===== src/hdl/tsd_pkg.sv =====
// ----------------------------------------------------------------------------
// tsd_pkg
// Shared constants and types of the touch switch debounce / stuck detect unit.
// ----------------------------------------------------------------------------
package tsd_pkg;

  localparam int DEVICES             = 8;
  localparam int SWITCHES_PER_DEVICE = 16;

  localparam int DEV_W   = 3;
  localparam int PAT_W   = 16;
  localparam int TIME_W  = 32;
  localparam int CHAT_W  = 16;
  localparam int STUCK_W = 20;
  localparam int CFG_W   = 20;
  localparam int CFG_IDX_W = 1;

  // only DEV_W bits of index reach the state, so at most 2**DEV_W rows
  localparam int DEV_ROWS  = (DEVICES < (1 << DEV_W)) ? DEVICES : (1 << DEV_W);
  localparam int DEV_IDX_W = (DEV_ROWS > 1) ? $clog2(DEV_ROWS) : 1;

  localparam logic [CHAT_W-1:0]  CHATTER_RESET = CHAT_W'(20);
  localparam logic [STUCK_W-1:0] STUCK_RESET   = STUCK_W'(10 * 1000);

  typedef enum logic [CFG_IDX_W-1:0] {
    REG_CHATTER = 1'b0,
    REG_STUCK   = 1'b1
  } tsd_reg_e;

  typedef struct packed {
    logic [CHAT_W-1:0]  chatter_ms;
    logic [STUCK_W-1:0] stuck_ms;
  } tsd_cfg_t;

  typedef struct packed {
    logic on;
    logic err;
    logic any;
    logic time_we;
  } tsd_cell_t;

endpackage


===== src/hdl/tsd_switch_cell.sv =====
// ----------------------------------------------------------------------------
// tsd_switch_cell
// Next-state logic of one switch: press, stuck detection, chatter-gated release.
// ----------------------------------------------------------------------------
module tsd_switch_cell (
  input  logic                           pressed_i,
  input  logic                           on_i,
  input  logic                           err_i,
  input  logic [tsd_pkg::TIME_W-1:0]     on_time_i,
  input  logic [tsd_pkg::TIME_W-1:0]     time_i,
  input  tsd_pkg::tsd_cfg_t              cfg_i,
  output tsd_pkg::tsd_cell_t             cell_o
);

  logic [tsd_pkg::TIME_W-1:0] dur;
  logic                       over_stuck;
  logic                       over_chatter;

  // a switch turning on now has zero duration, so only a held switch can stick
  assign dur          = time_i - on_time_i;
  assign over_stuck   = on_i && (dur > tsd_pkg::TIME_W'(cfg_i.stuck_ms));
  assign over_chatter = dur > tsd_pkg::TIME_W'(cfg_i.chatter_ms);

  always_comb begin
    cell_o.on      = on_i;
    cell_o.err     = err_i;
    cell_o.any     = 1'b0;
    cell_o.time_we = 1'b0;
    if (pressed_i) begin
      if (!err_i) begin
        cell_o.any     = 1'b1;
        cell_o.time_we = !on_i;
        if (over_stuck) begin
          cell_o.on  = 1'b0;
          cell_o.err = 1'b1;
        end else begin
          cell_o.on  = 1'b1;
        end
      end
    end else begin
      cell_o.err = 1'b0;
      if (on_i && over_chatter) begin
        cell_o.on = 1'b0;
      end
    end
  end

endmodule


===== config.mk =====
export PLATFORM = sky130hd
export DESIGN_NAME = tsd_switch_cell
export DESIGN_NICKNAME = d
export VERILOG_FILES = /design/src/hdl/tsd_pkg.sv /design/src/hdl/tsd_switch_cell.sv
export SDC_FILE = /design/constraint.sdc
export NUM_CORES = 1
export LEC_CHECK = 0
export BUFFER_PORTS_ARGS = -buffer_cell sky130_fd_sc_hd__buf_2
export CAP_MARGIN = 30
export CORE_ASPECT_RATIO = 0.5
export CORE_UTILIZATION = 48
export DETAILED_ROUTE_END_ITERATION = 16
export PLACE_DENSITY_LB_ADDON = 0.1
export SYNTH_ARGS = -nofsm -noshare
export SYNTH_HDL_FRONTEND = slang
export SYNTH_SLANG_ARGS = --single-unit

===== constraint.sdc =====
create_clock -name vclk -period 4.75
set_input_delay 0.2375 -clock vclk [all_inputs]
set_output_delay 0.2375 -clock vclk [all_outputs]
set_load 0.02 [all_outputs]

==> impl_metrics.py, run 1 <==
metrics = {
    "outcome": {
        "status": "finished, final reports clean",
    },
    "finish": {
        "clockBufferCount": 0,
        "antenna_cells": 0,
        "fillers": 617,
        "final_nets": 710,
        "drive_gt1_share_pct": 22.0,
        "syn2layout_area_growth_pct": 19.5,
        "finalNonFillerCells": 625,
        "seq_cell_count": 0,
        "final_core_util_pct": 59.7,
        "seq_area_um2": 0,
    },
    "placed_design": {
        "dp_hpwl_mm": 6.62,
        "dpl.cell_count": 625,
        "io_buffers": 107,
        "place_congestion": 0.890,
    },
    "logic_synthesis": {
        "synthTopCellsByArea": "ha_1, inv_1, a21oi_1, a21o_1, xnor2_1",
        "muxShareOfSynthArea_pct": 0.989,
        "synth.distinct_cells": 58,
        "synthSimpleGateAreaFrac_pct": 21.5,
        "synth_compound_area_share_pct": 31.2,
        "yosysSeqAreaShare_pct": 0,
        "yosysWarnings": 0,
        "synthAdderAreaFrac_pct": 28.3,
        "synth_top_area_share_pct": 27.6,
        "syn_nets": 616,
        "syn-instance-count": 445,
        "synth_top_area_cell": "ha_1",
        "synth_area_um2": 3040,
        "avgSynthCellArea_um2": 6.82,
        "synth_xor_area_share_pct": 7.50,
        "synth_top_family_by_area": "compound AO/OA/AOI/OAI gates",
    },
    "worst_setup_path": {
        "cp.required_ns": 4.51,
        "cpPeakStageDelay_ns": 0.40,
        "crit_family": "compound AO/OA/AOI/OAI gates",
        "path_cells": "buf_2 > inv_1 > ha_1 > inv_1 > fa_1 > a21o_1 > a221oi_4 > a2bb2oi_2 > nand2_1 > a21oi_1 > xnor2_1 > ha_1 > a21o_1 > a21oi_1 > o211ai_1 > a21o_1 > a311oi_1 > a41oi_1 > o22ai_1 > buf_2",
        "path_max_fanout": 5,
        "worst_path_max_delay_cell": "fa_1",
        "worstPathArrival_ns": 4.28,
        "crit_type": "in -> out",
        "cp-start-kind": "input pin",
        "crit_top_cell": "a21o_1",
        "cp_num_buf_inv": 4,
        "endpoint_kind": "output pin",
    },
    "drt": {
        "drt_pass1_iterations": 5,
        "vias": 3398,
        "drt_first_iter_violations": 184,
        "vias_per_cell": 5.44,
        "wire_per_inst_um": 12.2,
        "drcViolationCount": 0,
        "wirelength_mm": 7.60,
        "ant_nets": 0,
    },
    "floorplanning": {
        "rows": 20,
        "io_pins": 107,
        "core-area_um2": 6080,
        "start_util_pct": 49.9,
        "die_y_um": 58.2,
        "dieArea_um2": 6670,
        "die_x_um": 114,
    },
    "sta": {
        "finalCriticalPeriod_ns": 4.52,
        "setup_viol_count_final": 0,
        "fin_crit_sh_pct": 95.2,
        "setup-tns-final_ns": 0,
        "rsz0062_at_grt": "no",
        "worst_slew_pin_slew_ns": 0.563,
        "timing.final.hold_violations": 0,
        "maxSlewViolCount": 0,
        "max_clock_freq_mhz": 221,
        "slew-limit-headroom_pct": 61.9,
    },
    "power_and_ir_drop": {
        "ir_worst_vdd_mv": 0.0584,
        "p_leak_nw": 2.00,
        "power_density_nw_per_um2": 144,
    },
    "min_path": {
        "hold_class": "in -> out",
    },
    "grt": {
        "grt_pass1_vias": 2754,
        "track_usage_pct": 22.2,
        "grt_antenna_before_repair": 0,
        "grt_pass1_wl_mm": 12.3,
        "overflow": 0,
        "grt_max_degree": 14,
    },
    "job": {
        "drv_cap": 0,
    },
    "clock_tree": {
        "post_cts.repair.setup_buffers": 0,
    },
}
==> path summary, 6_finish.rpt <==
path	start	to	slack (ns)	cells after the start
setup / recovery	time_i[0]	cell_o[3]	0.23	20
hold / removal	err_i	cell_o[1]	0.77	3
==> cells in the mapped netlist (2+ instances only) <==
cell      instances
nor2b_1           3
a41oi_1           2
o21a_1            9
buf_2             4
a31oi_1           2
o21ai_0          23
clkbuf_1         11
and2_1            5
a21oi_1          46
inv_1            69
and4_1            6
nand2b_1          6
or4_1             4
xnor2_1          18
xor2_1            8
nor2_1           18
a21o_1           22
ha_1             67
mux2i_1           3
o22ai_1           4
nand4_1          17
and3_1            5
nand3_1          10
o31ai_1           2
o211ai_1          6
a221oi_1          2
nor3_1            7
a21boi_0          2
nand2_1          31
a211oi_1          5
==> placed cells by master, fill, tap and decap left out, types with 5 or more instances in the layout <==
cell type,count
and2_1,5
buf_2,107
a21o_1,22
and4_1,6
nand2b_1,6
xor2_1,7
inv_1,69
o21ai_0,23
and3_1,5
o211ai_1,6
a21oi_1,46
nand3_1,10
nand4_1,17
ha_1,67
nor2_1,18
o21a_1,9
a211oi_1,5
nor3_1,7
xnor2_1,18
nand2_1,31
==> metrics by stage <==
stage	area (µm²)	setup WS, ns	hold WS (ns)	power (mW)
final	3630	0.229	0.766	0.522
after CTS	3620	0.231	0.767	0.519
after global routing	3630	0.0106	0.782	0.589
after global placement	3620	0.297	0.766	0.513
after floorplan	3040	0.708	0.558	0.381
after detailed placement	3620	0.242	0.767	0.516
==> layer usage <==
metal / wire length (µm) / track usage, %
met1: 4120 / 34.2
met2: 3040 / 35.9
met3: 440 / 1.05
met4: 0 / 0
met5: 0 / 0
==> what timing repair did <==
action | CTS | global route
hold buffers | 0 | 0
gates resized for setup | 0 | 1
setup endpoints to repair | 0 | 1
==> where the power goes <==
part / internal (mW) / total, mW / switching, mW
logic: 0.234 / 0.522 / 0.288
clock network: 0 / 0 / 0
registers: 0 / 0 / 0
==> final cells by class <==
type | instances | area [µm²] | share of cell area (%)
tap | 88 | 110 | 3.04
inverter | 69 | 259 | 7.14
multi-input combinational | 361 | 2720 | 75.1
timing repair buffer | 107 | 536 | 14.8
==> tightest hold or removal path, stage by stage <==
cell,delay [ns]
buf_2,0.10
nor2b_1,0.05
buf_2,0.15
==> logic make-up after synthesis <==
| family | Yosys count |
|---|---|
| compound gates | 143 |
| xor+xnor | 26 |
| fa+ha+maj | 68 |
| buf+inv | 84 |
| mux | 3 |
| simple gates | 121 |
(Power assumes the default switching activity.)
==> inputs of run 2 (changes only) <==
clock period = 4.4 ns   (was 4.75 ns; I/O delays follow)
==> run 2 against run 1 <==
Effect of this change: die area is the same; cell count up 2.2%; worst hold slack worse by 0.020 ns; total power increased by 16%; non-clock buffer count up 14; via count increased by 2.5%; flip-flop and latch count is the same; largest cell class unchanged; wire length increased by 4.0%; largest power group unchanged; cell area grew 5.3%.
==> impl_metrics.py, run 2 (synthesized netlist as in run 1, its figures left out) <==
metrics = {
    "worst_setup_path": {
        "path_cells": "buf_2 > inv_2 > ha_4 > inv_2 > fa_2 > a21o_1 > a221oi_4 > nor2b_2 > o21a_1 > nor2_2 > xnor2_2 > ha_2 > a21o_1 > a21o_1 > a21oi_2 > o21ai_1 > o22a_1 > or4_1 > or4_4 > o22ai_4 > buf_6",
        "endpoint_kind": "output pin",
        "crit_top_cell": "a21o_1",
        "cpPeakStageDelay_ns": 0.44,
        "worst_path_max_delay_cell": "or4_4",
        "cp_num_buf_inv": 4,
        "crit_type": "in -> out",
        "crit_family": "compound AO/OA/AOI/OAI gates",
        "path_max_fanout": 4,
        "cp.required_ns": 4.18,
        "worstPathArrival_ns": 4.01,
        "cp-start-kind": "input pin",
    },
    "placed_design": {
        "place_congestion": 0.879,
        "postPlaceCellArea_um2": 3690,
        "io_buffers": 107,
        "dpl.cell_count": 635,
        "dp_hpwl_mm": 6.75,
    },
    "drt": {
        "wirelength_mm": 7.90,
        "vias": 3484,
        "vias_per_cell": 5.45,
        "drt_first_iter_violations": 161,
        "drt_pass1_iterations": 5,
        "drcViolationCount": 0,
        "ant_nets": 0,
        "wire_per_inst_um": 12.4,
    },
    "finish": {
        "finalNonFillerCells": 639,
        "final_nets": 724,
        "drive_gt1_share_pct": 26.5,
        "final_common_cell": "buf_2",
        "seq_cell_count": 0,
        "layout_common_cells": "buf_2, inv_1, ha_1",
        "syn2layout_area_growth_pct": 25.8,
        "design_area_um2": 3820,
        "clockBufferCount": 0,
        "antenna_cells": 0,
        "seq_area_um2": 0,
    },
    "floorplanning": {
        "dieArea_um2": 6670,
        "die_x_um": 114,
        "rows": 20,
        "core-area_um2": 6080,
        "io_pins": 107,
        "die_y_um": 58.2,
        "start_util_pct": 49.9,
    },
    "grt": {
        "grt_antenna_before_repair": 0,
        "grt_pass1_wl_mm": 12.7,
        "track_usage_pct": 22.9,
        "overflow": 0,
        "grt_pass1_vias": 2857,
        "grt_max_degree": 14,
    },
    "sta": {
        "finalCriticalPeriod_ns": 4.23,
        "setup_viol_count_final": 0,
        "slew-limit-headroom_pct": 61.4,
        "timing.final.hold_violations": 0,
        "rsz0062_at_grt": "no",
        "max_clock_freq_mhz": 236,
        "fin_crit_sh_pct": 96.2,
        "maxSlewViolCount": 0,
        "worst_slew_pin_slew_ns": 0.571,
    },
    "power_and_ir_drop": {
        "power_density_nw_per_um2": 159,
        "comb_power_share_pct": 100.0,
        "p_sw_uw": 329,
        "ir_worst_vdd_mv": 0.0666,
        "pwr-share-clk_pct": 0,
        "p_sw_share_pct": 54.1,
        "pwr-share-seq_pct": 0,
        "p_int_uw": 278,
        "p_leak_nw": 2.09,
    },
    "clock_tree": {
        "hold_buffers": 0,
    },
    "job": {
        "drv_cap": 0,
    },
    "min_path": {
        "hold_class": "in -> out",
    },
    "outcome": {
        "status": "finished, final reports clean",
    },
}
-- run 2: cell count changes in the layout (fill, tap and decap cells not counted), sizes merged --
cell	previous run	this run
buf	107	121
-- run 2: per-layer routing --
layer	vias to the layer above	global-route usage, %	wire [µm]
li1	1830	-	-
met1	1537	36.3	4150
met2	115	35.5	3170
met3	2	0.941	550
met4	0	0.928	21
met5	-	0	0
-- run 2: power by group through the flow --
stage	Clock, mW	Combinational [mW]	Sequential (mW)
2_1_floorplan	0	0.411	0
3_3_place_gp	0	0.567	0
3_5_place_dp	0	0.570	0
4_1_cts	0	0.574	0
5_1_grt	0	0.681	0
6_report	0	0.607	0
-- run 2: cell type report --
type	instances	area, µm²
Multi-Input combinational cell	361	2800
Tap cell	88	110
Timing Repair Buffer	121	647
Inverter	69	259
Fill cell	604	2260
-- run 2: path summary, 6_finish.rpt --
check | start | end | cells after the start
min | err_i | cell_o[1] | 3
max | time_i[0] | cell_o[3] | 21
-- run 2: repair_timing --
action,in CTS,in global routing
pin swaps,1,8
setup endpoints to repair,1,2
setup buffers,0,4
gates cloned,0,0
resized for setup,1,21
-- run 2: metrics by stage --
stage	worst slack, ns	hold slack [ns]	util [%]	setup TNS (ns)	power [mW]
after floorplan	0.393	0.523	-	0	0.411
after detailed placement	-0.0227	0.734	60.8	-0.0227	0.570
after global routing	0.00451	0.759	62.8	0	0.681
after CTS	0.00328	0.734	60.9	0	0.574
final	0.165	0.746	62.8	0	0.607
after global placement	0.0628	0.730	60.8	0	0.567
==> inputs of run 3 (changes only) <==
CORE_UTILIZATION = 54   (was 48)
MAX_ROUTING_LAYER = met4   (was default)
==> run 3 against run 2 <==
Effect of this change: non-clock buffer count shrank 1; utilization up 9.8 points; critical path type unchanged; cell count fell by 3.0%; largest cell class unchanged; worst hold slack worse by 0.015 ns; cell area shrank 2.0%; flip-flop and latch count unchanged; highest routed layer is now met3.
==> impl_metrics.py, run 3 (synthesized netlist as in run 1, its figures left out) <==
metrics = {
    "outcome": {
        "status": "finished, final reports clean",
    },
    "grt": {
        "track_usage_pct": 27.6,
        "grt_antenna_before_repair": 0,
        "overflow": 0,
        "grt_pass1_wl_mm": 12.7,
        "grt_pass1_vias": 2848,
        "grt_max_degree": 14,
    },
    "worst_setup_path": {
        "path_max_fanout": 4,
        "worstPathArrival_ns": 4.12,
        "crit_type": "in -> out",
        "endpoint_kind": "output pin",
        "cp.required_ns": 4.18,
        "cp-start-kind": "input pin",
    },
    "floorplanning": {
        "start_util_pct": 58.9,
        "die_y_um": 55.0,
        "rows": 18,
        "core-area_um2": 5160,
        "io_pins": 107,
        "die_x_um": 108,
        "dieArea_um2": 5940,
    },
    "sta": {
        "slew-limit-headroom_pct": 62.5,
        "fin_crit_sh_pct": 98.6,
        "maxSlewViolCount": 0,
        "worst_slew_pin_slew_ns": 0.554,
        "timing.final.hold_violations": 0,
        "setup_viol_count_final": 0,
        "max_clock_freq_mhz": 231,
        "finalCriticalPeriod_ns": 4.34,
        "setup-tns-final_ns": 0,
        "hold-worst-slack_ns": 0.731,
        "rsz0062_at_grt": "yes",
    },
    "finish": {
        "final_nets": 723,
        "seq_area_um2": 0,
        "drive_gt1_share_pct": 25.1,
        "seq_cell_count": 0,
        "fillers": 473,
        "layout_common_cells": "buf_2, inv_1, ha_1",
        "multiInputGateArea_um2": 2760,
        "antenna_cells": 0,
        "final_common_cell": "buf_2",
        "clockBufferCount": 0,
        "design_area_um2": 3740,
        "syn2layout_area_growth_pct": 23.4,
    },
    "power_and_ir_drop": {
        "p_int_uw": 272,
        "power_density_nw_per_um2": 160,
        "comb_power_share_pct": 100.0,
        "pwr-share-seq_pct": 0,
        "p_sw_uw": 328,
        "ir_worst_vdd_mv": 0.0768,
        "pwr-share-clk_pct": 0,
        "p_sw_share_pct": 54.7,
        "p_leak_nw": 2.07,
    },
    "placed_design": {
        "postPlaceCellArea_um2": 3680,
        "io_buffers": 107,
        "place_congestion": 0.903,
        "dp_hpwl_mm": 7.06,
    },
    "drt": {
        "drcViolationCount": 0,
        "ant_nets": 0,
        "drt_pass1_iterations": 5,
        "wire_per_inst_um": 13.1,
        "drt_first_iter_violations": 120,
        "wirelength_mm": 8.09,
        "vias_per_cell": 5.64,
        "vias": 3499,
    },
    "job": {
        "drv_cap": 0,
    },
    "min_path": {
        "holdPathStages": 3,
        "hold_class": "in -> out",
    },
    "clock_tree": {
        "hold_buffers": 0,
    },
}
-- run 3: changes by cell type in the layout (fill, tap and decap cells not counted), sizes merged --
cell / previous run / this run
buf: 121 / 120
-- run 3: timing repair --
item | 4_1_cts | 5_1_grt
pin swaps | 0 | 5
gates cloned | 0 | 0
setup buffers | 0 | 2
endpoints found under the setup margin | 1 | 2
resized for setup | 1 | 10
-- run 3: power by group through the flow --
stage                     clock network [mW]  registers (mW)  logic, mW
after floorplan                            0               0      0.411
after global placement                     0               0      0.564
after detailed placement                   0               0      0.575
after CTS                                  0               0      0.580
after global routing                       0               0      0.672
final                                      0               0      0.600
-- run 3: per-layer routing --
layer,track usage (%),part of all wire (%),vias to the layer above,wire (µm)
li1,-,-,1828,-
met1,40.5,52,1566,4220
met2,44.9,42,105,3370
met3,0.585,6.3,0,509
met4,0.228,0,0,0
met5,-,0,-,0
-- run 3: final cells by class --
| class | instances | share of cell area, % |
|---|---|---|
| multi-input combinational | 361 | 73.8 |
| timing repair buffer | 120 | 17.0 |
| inverter | 69 | 6.92 |
| tap | 70 | 2.34 |
-- run 3: worst max-delay path, cell delays in order --
cell	delay (ns)
buf_2	0.09
inv_1	0.05
ha_2	0.17
inv_1	0.05
fa_2	0.35
a21o_1	0.23
a221oi_4	0.40
nor2b_4	0.09
o21a_1	0.19
nor2_2	0.10
xnor2_1	0.10
ha_1	0.19
a21o_1	0.15
a21o_1	0.16
a21oi_1	0.12
o21ai_0	0.08
o22a_1	0.24
or4_1	0.41
or4_1	0.42
o22ai_1	0.14
buf_4	0.17
-- run 3: worst paths after layout --
check	slack, ns	startpoint	endpoint
max	0.06	time_i[0]	cell_o[3]
min	0.73	err_i	cell_o[1]
-- run 3: stage by stage --
stage / power, mW / utilization, % / worst slack, ns / cells
2_1_floorplan: 0.411 / - / 0.393 / 445
3_3_place_gp: 0.564 / 71.3 / 0.118 / 618
3_5_place_dp: 0.575 / 71.3 / 0.00516 / 618
4_1_cts: 0.580 / 71.5 / 0.0407 / 618
5_1_grt: 0.672 / 72.6 / -0.135 / 620
6_report: 0.600 / 72.6 / 0.0629 / 620
