[src/hdl/tsd_pkg.sv]
// ----------------------------------------------------------------------------
// tsd_pkg
// Shared constants and types of the touch switch debounce / stuck detect unit.
// ----------------------------------------------------------------------------
package tsd_pkg;

  localparam int DEVICES             = 8;
  localparam int SWITCHES_PER_DEVICE = 16;

  localparam int DEV_W   = 3;
  localparam int PAT_W   = 16;
  localparam int TIME_W  = 32;
  localparam int CHAT_W  = 16;
  localparam int STUCK_W = 20;
  localparam int CFG_W   = 20;
  localparam int CFG_IDX_W = 1;

  // only DEV_W bits of index reach the state, so at most 2**DEV_W rows
  localparam int DEV_ROWS  = (DEVICES < (1 << DEV_W)) ? DEVICES : (1 << DEV_W);
  localparam int DEV_IDX_W = (DEV_ROWS > 1) ? $clog2(DEV_ROWS) : 1;

  localparam logic [CHAT_W-1:0]  CHATTER_RESET = CHAT_W'(20);
  localparam logic [STUCK_W-1:0] STUCK_RESET   = STUCK_W'(10 * 1000);

  typedef enum logic [CFG_IDX_W-1:0] {
    REG_CHATTER = 1'b0,
    REG_STUCK   = 1'b1
  } tsd_reg_e;

  typedef struct packed {
    logic [CHAT_W-1:0]  chatter_ms;
    logic [STUCK_W-1:0] stuck_ms;
  } tsd_cfg_t;

  typedef struct packed {
    logic on;
    logic err;
    logic any;
    logic time_we;
  } tsd_cell_t;

endpackage

[src/hdl/tsd_cfg_regs.sv]
// ----------------------------------------------------------------------------
// tsd_cfg_regs
// Chatter time and stuck limit registers with a plain write port.
// ----------------------------------------------------------------------------
module tsd_cfg_regs (
  input  logic                            clk_i,
  input  logic                            rst_ni,
  input  logic                            cfg_we_i,
  input  logic [tsd_pkg::CFG_IDX_W-1:0]   cfg_idx_i,
  input  logic [tsd_pkg::CFG_W-1:0]       cfg_data_i,
  output tsd_pkg::tsd_cfg_t               cfg_o
);

  tsd_pkg::tsd_cfg_t cfg_q, cfg_d;

  always_comb begin
    cfg_d = cfg_q;
    if (cfg_we_i) begin
      case (tsd_pkg::tsd_reg_e'(cfg_idx_i))
        tsd_pkg::REG_CHATTER: cfg_d.chatter_ms = cfg_data_i[tsd_pkg::CHAT_W-1:0];
        tsd_pkg::REG_STUCK:   cfg_d.stuck_ms   = cfg_data_i[tsd_pkg::STUCK_W-1:0];
        default: cfg_d = cfg_q;
      endcase
    end
  end

  always_ff @(posedge clk_i or negedge rst_ni) begin
    if (!rst_ni) begin
      cfg_q.chatter_ms <= tsd_pkg::CHATTER_RESET;
      cfg_q.stuck_ms   <= tsd_pkg::STUCK_RESET;
    end else begin
      cfg_q <= cfg_d;
    end
  end

  assign cfg_o = cfg_q;

endmodule

[config.mk]
export PLATFORM = sky130hd
export DESIGN_NAME = tsd_cfg_regs
export DESIGN_NICKNAME = d
export VERILOG_FILES = /design/src/hdl/tsd_pkg.sv /design/src/hdl/tsd_cfg_regs.sv
export SDC_FILE = /design/constraint.sdc
export NUM_CORES = 1
export LEC_CHECK = 0
export BUFFER_PORTS_ARGS = -buffer_cell sky130_fd_sc_hd__buf_4
export CORE_MARGIN = 8
export CORE_UTILIZATION = 43
export DETAILED_ROUTE_END_ITERATION = 8
export GPL_TIMING_DRIVEN = 1
export HOLD_SLACK_MARGIN = 0.15
export PLACE_DENSITY = 0.75
export RECOVER_POWER = 50
export SYNTH_ARGS = -nofsm -noshare
export SYNTH_HDL_FRONTEND = slang
export SYNTH_SLANG_ARGS = --single-unit
export TNS_END_PERCENT = 100
[constraint.sdc]
create_clock -name clk_i -period 1.3 [get_ports clk_i]
set_input_delay 0.195 -clock clk_i [delete_from_list [all_inputs] [get_ports clk_i]]
set_output_delay 0.195 -clock clk_i [all_outputs]
set_load 0.05 [all_outputs]
==> impl_metrics.py, run 1 <==
metrics = {
    "pwr": {
        "cell_internal_pwr_mw": 2.066,
        "ir_worst_vdd_v": 0.0005883,
        "seq_power_share_pct": 42.6,
        "cellLeakagePower_nw": 1.027,
        "sw_frac_of_total_pct": 37.33,
        "power.combinational.fraction_pct": 39.2,
        "clock_power_share_pct": 18.1,
        "power.density_cell_area_nw_per_um2": 1502,
        "netSwitchingPower_mw": 1.231,
    },
    "cells_and_area": {
        "max_ffs_per_register": 36,
        "antenna_cells": 0,
        "most-common-layout-cells": "sky130_fd_sc_hd__buf_4 (44), sky130_fd_sc_hd__dfrtp_1 (29), sky130_fd_sc_hd__mux2_2 (26)",
        "area_delta_synth_final_pct": 55.04,
        "fraction_of_layout_cells_with_a_size_suffix_above_1_pct": 66.06,
        "n_fill_cell": 250,
        "layout_commonest_cell": "sky130_fd_sc_hd__buf_4",
        "final_net_count": 188,
    },
    "global_route": {
        "grt.met2_usage_pct": 21.55,
        "grt_start_max_net_pins": 37,
        "vias_in_the_first_global_route": 1030,
        "grt_antenna_before_repair": 0,
        "most_crowded_layer_after_global_routing": "met2",
        "grtUsageTotal_pct": 13.67,
        "met1_track_demand_over_resource_in_global_routing_pct": 15.58,
        "met3_global_route_usage_pct": 5.730,
        "globalRoute.totalOverflow": 0,
        "grt_first_pass_wirelength_um": 5416,
    },
    "synth": {
        "synth_cell_type_count": 9,
        "yosys_register_bits": 36,
        "synth.net_count": 102,
        "synth-seq-area-share_pct": 64.22,
        "netlist_area_um2": 1416,
        "syn_inst": 78,
        "syn_area_per_cell_um2": 18.16,
        "synth_warnings": 0,
    },
    "placed_design": {
        "port_buffers": 59,
        "routability_congestion": 0.7084,
        "dp_slack_ns": 0.2017,
    },
    "routing": {
        "detail_route.iter0.violations": 37,
        "post_detailed_route_via_to_cell_ratio": 4.588,
        "postRouteWirelength_um": 3446,
        "drcViolationCount": 0,
        "antenna_violating_nets_post_route": 0,
        "num_vias": 968,
        "drt-pass1-iter-count": 3,
        "post_drt_wl_per_cell_um": 16.33,
    },
    "clock_network": {
        "clock_sink_count": 36,
        "cts_max_path_buffers": 2,
        "clock_tree.root_cell": "sky130_fd_sc_hd__clkbuf_4",
        "numCtsBuffers": 5,
        "ctsHtreeMaxLevel": 2,
        "clock_tree_from_tritoncts": "built",
        "path_clk_slew_ns": 0.10,
        "clk_latency_ns": 0.33,
    },
    "timing": {
        "post-route-period-util_pct": 97.24,
        "timing.final.max_slew_violations": 0,
        "final.min_clock_period_ns": 1.264,
        "timing_worst_slew_pin_value_ns": 0.8585,
        "relSlewSlack_pct": 42.77,
        "timing.fmax_mhz": 791.1,
        "timing.final.hold_violations": 0,
        "finalSetupViolCount": 0,
        "finalSetupTns_ns": 0,
        "finalWorstSetupSlack_ns": 0.03591,
        "finalClockSkew_ns": 0,
    },
    "floorplan": {
        "floorplan.die.height_um": 73.39,
        "area_of_the_core_um2": 3258,
        "design.die.area_um2": 5386,
        "initial_core_util_pct": 43.47,
        "horizontal_extent_of_the_die_um": 73.39,
        "pin_count": 60,
        "placement_rows": 21,
    },
    "critical_path": {
        "cp_slowest_cell": "sky130_fd_sc_hd__dfstp_2",
        "timing_worst_setup_path_type": "reg2out",
        "setup_crit_start_kind": "register",
        "arrival_ns": 1.07,
        "critical_path_peak_fanout": 2,
        "setup.worst_path.end_class": "output pin",
        "required_time_of_the_critical_path_ns": 1.11,
        "crit_path_max_incr_delay_ns": 0.55,
        "timing.critical_path.buf_inv": 1,
        "path_delay_family": "flip-flops",
        "critical_path.cell_chain": "buf_4",
    },
    "outcome": {
        "outcome": "finished, final reports clean",
    },
    "min_path": {
        "min_path_type": "in2reg",
    },
    "job": {
        "timing.max_cap.violations": 0,
    },
}
## per-stage QoR
stage                     cells  hold WS (ns)  total power [mW]  instance area (µm²)  utilization (%)
after floorplan              78       -0.1006             2.232                 1416                -
after global placement      181        0.1603             2.629                 1911            58.64
after detailed placement    181        0.1689             2.651                 1911            58.64
after CTS                   210        0.3344             3.314                 2183            67.01
after global routing        211        0.3470             3.456                 2196            67.40
final                       211        0.3767             3.297                 2196            67.40
## cell usage after synthesis
| cell | instances | area share, % |
|---|---|---|
| sky130_fd_sc_hd__buf_12 | 1 | 1.4 |
| sky130_fd_sc_hd__dfrtp_1 | 29 | 51 |
| sky130_fd_sc_hd__buf_4 | 2 | 1.1 |
| sky130_fd_sc_hd__nor2b_4 | 1 | 0.97 |
| sky130_fd_sc_hd__nand2_1 | 1 | 0.26 |
| sky130_fd_sc_hd__buf_6 | 1 | 0.79 |
| sky130_fd_sc_hd__dfstp_2 | 7 | 13 |
| sky130_fd_sc_hd__mux2_2 | 26 | 21 |
| sky130_fd_sc_hd__mux2_4 | 10 | 11 |
## path summary, 6_finish.rpt
path,cells past startpoint,slack (ns),to,startpoint
max,1,0.04,cfg_o[22],cfg_o[22]
min,4,0.38,cfg_o[31],cfg_idx_i
max reg2reg,2,0.44,cfg_o[24],cfg_o[24]
min reg2reg,1,0.51,cfg_o[12],cfg_o[12]
max in group asynchronous,2,0.27,cfg_o[29],rst_ni
min in group asynchronous,2,0.51,cfg_o[5],rst_ni
## worst register-to-register path, stage by stage, from the launching register on
cell	delay, ns
sky130_fd_sc_hd__dfstp_2	0.57
sky130_fd_sc_hd__buf_4	0.11
sky130_fd_sc_hd__mux2_4	0.13
## what timing repair did
action                                  in CTS  in global routing
buffers inserted                             0                  1
endpoints found under the setup margin       1                  6
resized for setup                            1                  5
endpoints found under the hold margin       72                  0
hold buffers                                21                  0
## cell families after synthesis
logic type,Yosys count,synth area share (%)
muxes,36,31.27
and+or+nand+nor,2,1.236
buffers and inverters,4,3.268
DFF,36,64.22
## power by group through the flow
stage | registers (mW) | clock network [mW] | logic, mW
6_report | 1.41 | 0.598 | 1.29
2_1_floorplan | 2.01 | 0 | 0.224
4_1_cts | 1.40 | 0.630 | 1.28
3_5_place_dp | 1.42 | 0 | 1.23
3_3_place_gp | 1.42 | 0 | 1.21
5_1_grt | 1.43 | 0.686 | 1.34
## final cells by class
class                   count  area, µm²  area share [%]
well taps                  46      57.56           2.621
repair buffers             83      709.4           32.31
clock buffers               8      58.81           2.678
multi-input cells          38      460.4           20.97
flip-flops and latches     36      909.6           41.42
## routing by layer
layer	part of all wire (%)	vias to the layer above
met5	0	-
met4	1.5	0
met3	7.1	4
met2	51	36
met1	40	487
li1	-	441
No activity file was read; power rests on OpenSTA's default activity.
==> run 2: changes to the inputs <==
--- a/config.mk
+++ b/config.mk
@@ -6,6 +6,7 @@
 export NUM_CORES = 1
 export LEC_CHECK = 0
 export BUFFER_PORTS_ARGS = -buffer_cell sky130_fd_sc_hd__buf_4
+export CORE_ASPECT_RATIO = 0.5
 export CORE_MARGIN = 8
 export CORE_UTILIZATION = 43
 export DETAILED_ROUTE_END_ITERATION = 8
==> impl_metrics.py, run 2 (synthesized netlist as in run 1, its figures left out) <==
metrics = {
    "critical_path": {
        "critical_path_peak_fanout": 2,
        "cp_slowest_cell": "sky130_fd_sc_hd__dfstp_2",
        "timing.critical_path.buf_inv": 1,
        "timing_worst_setup_path_type": "reg2out",
        "critical_path.cell_chain": "buf_4",
        "arrival_ns": 1.02,
        "path_delay_family": "flip-flops",
        "setup.worst_path.end_class": "output pin",
        "required_time_of_the_critical_path_ns": 1.11,
        "setup_crit_start_kind": "register",
        "crit_path_max_incr_delay_ns": 0.53,
    },
    "pwr": {
        "clock_power_share_pct": 22.2,
        "seq_power_share_pct": 40.9,
        "power.density_cell_area_nw_per_um2": 1574,
        "cellLeakagePower_nw": 1.022,
        "ir_worst_vdd_v": 0.0007977,
        "power.combinational.fraction_pct": 36.8,
        "cell_internal_pwr_mw": 2.154,
        "sw_frac_of_total_pct": 36.98,
        "power.total_mw": 3.418,
        "netSwitchingPower_mw": 1.264,
    },
    "routing": {
        "num_vias": 966,
        "post_detailed_route_via_to_cell_ratio": 4.689,
        "detail_route.iter0.violations": 16,
        "postRouteWirelength_um": 3426,
        "post_drt_wl_per_cell_um": 16.63,
        "drcViolationCount": 0,
        "drt-pass1-iter-count": 2,
        "antenna_violating_nets_post_route": 0,
    },
    "timing": {
        "finalWorstSetupSlack_ns": 0.08895,
        "timing_worst_slew_pin_value_ns": 0.7787,
        "finalClockSkew_ns": 0,
        "timing.fmax_mhz": 825.7,
        "finalSetupViolCount": 0,
        "timing.final.hold_violations": 0,
        "post-route-period-util_pct": 93.16,
        "relSlewSlack_pct": 48.08,
        "timing.final.max_slew_violations": 0,
        "hold_ws_ns": 0.1585,
        "grt_setup_unrepaired": "no",
        "final.min_clock_period_ns": 1.211,
        "finalSetupTns_ns": 0,
    },
    "outcome": {
        "outcome": "finished, final reports clean",
    },
    "clock_network": {
        "path_clk_slew_ns": 0.07,
        "cts_max_path_buffers": 2,
        "ctsHtreeMaxLevel": 2,
        "clk_latency_ns": 0.29,
        "clock_tree_from_tritoncts": "built",
        "clock_sink_count": 36,
        "numCtsBuffers": 5,
        "clock_tree.root_cell": "sky130_fd_sc_hd__clkbuf_8",
    },
    "cells_and_area": {
        "layout_commonest_cell": "sky130_fd_sc_hd__buf_4",
        "final_area_um2": 2172,
        "final_net_count": 188,
        "seqCellArea_um2": 909.6,
        "n_fill_cell": 207,
        "most-common-layout-cells": "sky130_fd_sc_hd__buf_4 (48), sky130_fd_sc_hd__dfrtp_1 (29), sky130_fd_sc_hd__mux2_2 (26)",
        "fin_util_pct": 70.86,
        "area_delta_synth_final_pct": 53.36,
        "multi_input_combinational_cell_area_um2": 460.4,
        "max_ffs_per_register": 36,
        "fraction_of_layout_cells_with_a_size_suffix_above_1_pct": 66.06,
        "final-instance-count-excl-fill": 206,
    },
    "global_route": {
        "grt_antenna_before_repair": 1,
        "grtUsageTotal_pct": 13.64,
        "grt_start_max_net_pins": 37,
        "vias_in_the_first_global_route": 1119,
        "grt_first_pass_wirelength_um": 5878,
        "globalRoute.totalOverflow": 0,
    },
    "floorplan": {
        "placement_rows": 14,
        "horizontal_extent_of_the_die_um": 97.17,
        "design.die.area_um2": 5498,
        "initial_core_util_pct": 46.20,
        "area_of_the_core_um2": 3065,
        "pin_count": 60,
        "floorplan.die.height_um": 56.58,
    },
    "placed_design": {
        "dp_slack_ns": 0.1816,
        "routability_congestion": 0.6517,
        "place.detailed.instances": 177,
        "port_buffers": 59,
        "placed_area_um2": 1906,
        "hpwl_um": 2458,
    },
    "job": {
        "timing.max_cap.violations": 0,
    },
    "min_path": {
        "min_path_type": "in2reg",
    },
}
==> run 2: cell count changes in the layout (fill, tap and decap cells not counted), sizes merged <==
cell,before,now
diode,0,1
buf,52,50
clkbuf,18,21
dlygate4sd3,21,20
==> run 2: layer usage <==
layer	up-vias	wire (µm)	track usage [%]
met5	-	0	0
met4	0	89	7.592
met3	7	173	5.000
met2	25	1789	23.75
met1	489	1373	14.16
li1	445	-	-
==> run 2: power by group through the flow <==
stage / logic, mW / clock network, mW / registers (mW)
final: 1.26 / 0.760 / 1.40
after global routing: 1.31 / 0.829 / 1.42
after CTS: 1.28 / 0.782 / 1.40
after detailed placement: 1.23 / 0 / 1.42
after global placement: 1.22 / 0 / 1.41
after floorplan: 0.224 / 0 / 2.01
==> run 2: final cells by class <==
| class | count | area share, % |
|---|---|---|
| Multi-Input combinational cell | 38 | 21.20 |
| Clock buffer | 8 | 3.687 |
| Tap cell | 40 | 2.304 |
| Timing Repair Buffer | 83 | 30.82 |
| Antenna cell | 1 | 0.1152 |
| Sequential cell | 36 | 41.88 |
==> run 2: worst paths after layout <==
check / slack, ns / cells after the start / start / to
setup reg to reg: 0.52 / 1 / cfg_o[30] / cfg_o[30]
min in group asynchronous: 0.53 / 2 / rst_ni / cfg_o[23]
hold reg to reg: 0.51 / 1 / cfg_o[3] / cfg_o[3]
hold / removal: 0.16 / 2 / cfg_data_i[4] / cfg_o[4]
max in group asynchronous: 0.27 / 2 / rst_ni / cfg_o[19]
setup / recovery: 0.09 / 1 / cfg_o[8] / cfg_o[8]
==> run 2: what timing repair did <==
item | in CTS | in global routing
endpoints found under the hold margin | 60 | 0
setup buffers | 0 | 0
gates resized for setup | 0 | 0
hold buffers | 20 | 0
==> run 3: changes to the inputs <==
--- a/config.mk
+++ b/config.mk
@@ -5,6 +5,7 @@
 export SDC_FILE = /design/constraint.sdc
 export NUM_CORES = 1
 export LEC_CHECK = 0
+export ABC_AREA = 1
 export BUFFER_PORTS_ARGS = -buffer_cell sky130_fd_sc_hd__buf_4
 export CORE_ASPECT_RATIO = 0.5
 export CORE_MARGIN = 8
@@ -13,7 +14,6 @@
 export GPL_TIMING_DRIVEN = 1
 export HOLD_SLACK_MARGIN = 0.15
 export PLACE_DENSITY = 0.75
-export RECOVER_POWER = 50
 export SYNTH_ARGS = -nofsm -noshare
 export SYNTH_HDL_FRONTEND = slang
 export SYNTH_SLANG_ARGS = --single-unit
==> impl_metrics.py, run 3 <==
metrics = {
    "global_route": {
        "grt_antenna_before_repair": 0,
        "grtUsageTotal_pct": 15.20,
        "grt_first_pass_wirelength_um": 6865,
        "grt_start_max_net_pins": 37,
        "globalRoute.totalOverflow": 0,
        "vias_in_the_first_global_route": 1387,
    },
    "synth": {
        "synth_top_cell_by_area": "sky130_fd_sc_hd__dfrtp_1",
        "synth-edff-count": 0,
        "syn_area_per_cell_um2": 9.053,
        "netlist_area_um2": 1421,
        "synth.net_count": 181,
        "yosys_register_bits": 36,
        "ys_top_cells_by_count": "sky130_fd_sc_hd__nand2_1 (73), sky130_fd_sc_hd__nand3_1 (36), sky130_fd_sc_hd__dfrtp_1 (29), sky130_fd_sc_hd__buf_2 (8), sky130_fd_sc_hd__dfstp_2 (7)",
        "syn_inst": 157,
        "post-synth-top-area-fraction_pct": 51.06,
        "asyncSetResetFlopFracSynth_pct": 100.0,
        "synth-seq-area-share_pct": 64.00,
        "synth_warnings": 0,
        "synth_cell_type_count": 8,
        "ys.flop_type": "sky130_fd_sc_hd__dfrtp_1",
        "synth.top_cells.by_area": "sky130_fd_sc_hd__dfrtp_1 (51%), sky130_fd_sc_hd__nand2_1 (19%), sky130_fd_sc_hd__dfstp_2 (13%)",
        "synthMostInstantiatedCell": "sky130_fd_sc_hd__nand2_1",
    },
    "routing": {
        "dr.max_layer_used": "met4",
        "met2_length_um": 2065,
        "num_vias": 1318,
        "routedLengthMet1_um": 1644,
        "detail_route.iter0.violations": 72,
        "postRouteWirelength_um": 4025,
        "post_drt_wl_per_cell_um": 14.69,
        "routed-wl-met3_um": 260,
        "drcViolationCount": 0,
        "drt-pass1-iter-count": 4,
        "antenna_violating_nets_post_route": 0,
        "post_detailed_route_via_to_cell_ratio": 4.810,
    },
    "floorplan": {
        "floorplan.die.height_um": 56.66,
        "pin_count": 60,
        "initial_core_util_pct": 46.10,
        "horizontal_extent_of_the_die_um": 97.31,
        "area_of_the_core_um2": 3083,
        "placement_rows": 14,
        "design.die.area_um2": 5513,
    },
    "timing": {
        "timing.final.hold_violations": 0,
        "timing.fmax_mhz": 822.2,
        "timing.final.max_slew_violations": 0,
        "finalSetupTns_ns": 0,
        "timing_worst_slew_pin_value_ns": 0.4591,
        "final.min_clock_period_ns": 1.216,
        "finalSetupViolCount": 0,
        "grt_setup_unrepaired": "no",
        "post-route-period-util_pct": 93.55,
        "finalClockSkew_ns": 0,
        "relSlewSlack_pct": 69.39,
    },
    "job": {
        "timing.max_cap.violations": 0,
    },
    "clock_network": {
        "clk_latency_ns": 0.28,
        "post_cts_buffers": 0,
        "clock_tree.root_cell": "sky130_fd_sc_hd__clkbuf_8",
        "cts_max_path_buffers": 2,
        "path_clk_slew_ns": 0.07,
        "numCtsBuffers": 5,
        "ctsHtreeMaxLevel": 2,
        "cts_repair_resize_count": 0,
        "cts_hold_repair.buffers": 16,
        "clock_tree_from_tritoncts": "built",
        "clock_sink_count": 36,
    },
    "critical_path": {
        "cp_slowest_cell": "sky130_fd_sc_hd__dfstp_2",
        "crit_path_max_incr_delay_ns": 0.54,
        "critical_path.cell_chain": "buf_4",
        "timing_worst_setup_path_type": "reg2out",
        "timing.critical_path.buf_inv": 1,
        "arrival_ns": 1.02,
        "setup_crit_start_kind": "register",
        "setup.worst_path.end_class": "output pin",
        "required_time_of_the_critical_path_ns": 1.11,
        "path_delay_family": "flip-flops",
        "critical_path_peak_fanout": 2,
    },
    "placed_design": {
        "placed_area_um2": 1897,
        "hpwl_um": 2758,
        "routability_congestion": 0.7481,
        "port_buffers": 59,
    },
    "outcome": {
        "outcome": "finished, final reports clean",
    },
    "cells_and_area": {
        "max_ffs_per_register": 36,
        "fraction_of_layout_cells_with_a_size_suffix_above_1_pct": 33.33,
        "final_net_count": 257,
        "most-common-layout-cells": "sky130_fd_sc_hd__nand2_1 (73), sky130_fd_sc_hd__buf_4 (63), sky130_fd_sc_hd__nand3_1 (36)",
        "antenna_cells": 0,
        "layout_commonest_cell": "sky130_fd_sc_hd__nand2_1",
        "final_area_um2": 2147,
        "area_delta_synth_final_pct": 51.06,
    },
    "min_path": {
        "min_path_type": "in2reg",
    },
    "pwr": {
        "ir_worst_vdd_v": 0.0007409,
        "cellLeakagePower_nw": 1.167,
        "power.density_cell_area_nw_per_um2": 1514,
    },
}
## run 3: worst paths after layout
kind / startpoint / to / slack, ns / depth (start not counted)
worst min register to register: cfg_o[9] / cfg_o[9] / 0.47 / 2
min in group asynchronous: rst_ni / cfg_o[15] / 0.40 / 2
worst min-delay path: cfg_data_i[1] / cfg_o[1] / 0.16 / 3
max in group asynchronous: rst_ni / cfg_o[8] / 0.55 / 2
worst max register to register: cfg_o[8] / cfg_o[8] / 0.59 / 2
worst max-delay path: cfg_o[22] / cfg_o[22] / 0.08 / 1
## run 3: logic make-up (layout without fill, tap and decap cells)
logic type	count (synthesis)	after routing	synth area share, %
and+or+nand+nor	110	110	32.39
buffers and inverters	11	88	3.609
DFF	36	36	64.00
## run 3: layer usage
layer / track usage, % / vias to the layer above
met5: 0 / -
met4: 6.410 / 0
met3: 4.756 / 5
met2: 26.15 / 43
met1: 17.23 / 621
li1: - / 649
## run 3: cell type report
| class | instances | area (µm²) |
|---|---|---|
| multi-input cells | 110 | 460.4 |
| well taps | 40 | 50.05 |
| inverters | 1 | 3.754 |
| repair buffers | 79 | 633.1 |
| fillers | 255 | 935.9 |
| clock buffers | 8 | 90.09 |
| flip-flops and latches | 36 | 909.6 |
## run 3: metrics by stage
stage	std cells	utilization (%)	power, mW	setup slack [ns]	hold slack [ns]
CTS	274	69.64	3.278	0.07962	0.1525
global placement	250	61.53	2.405	0.3497	0.1714
detailed placement	250	61.53	2.421	0.3032	0.1799
global route	274	69.64	3.396	0.05250	0.1629
finish	274	69.64	3.250	0.08380	0.1604
floorplan	157	-	2.041	0.4377	-0.1006
## run 3: power breakdown
| group | switching (mW) | internal, mW | leakage, nW | total, mW |
|---|---|---|---|---|
| Combinational | 0.742 | 0.327 | 0.689 | 1.07 |
| Sequential | 0.0818 | 1.28 | 0.432 | 1.36 |
| Clock | 0.387 | 0.432 | 0.0455 | 0.819 |
| Total | 1.21 | 2.04 | 1.17 | 3.25 |
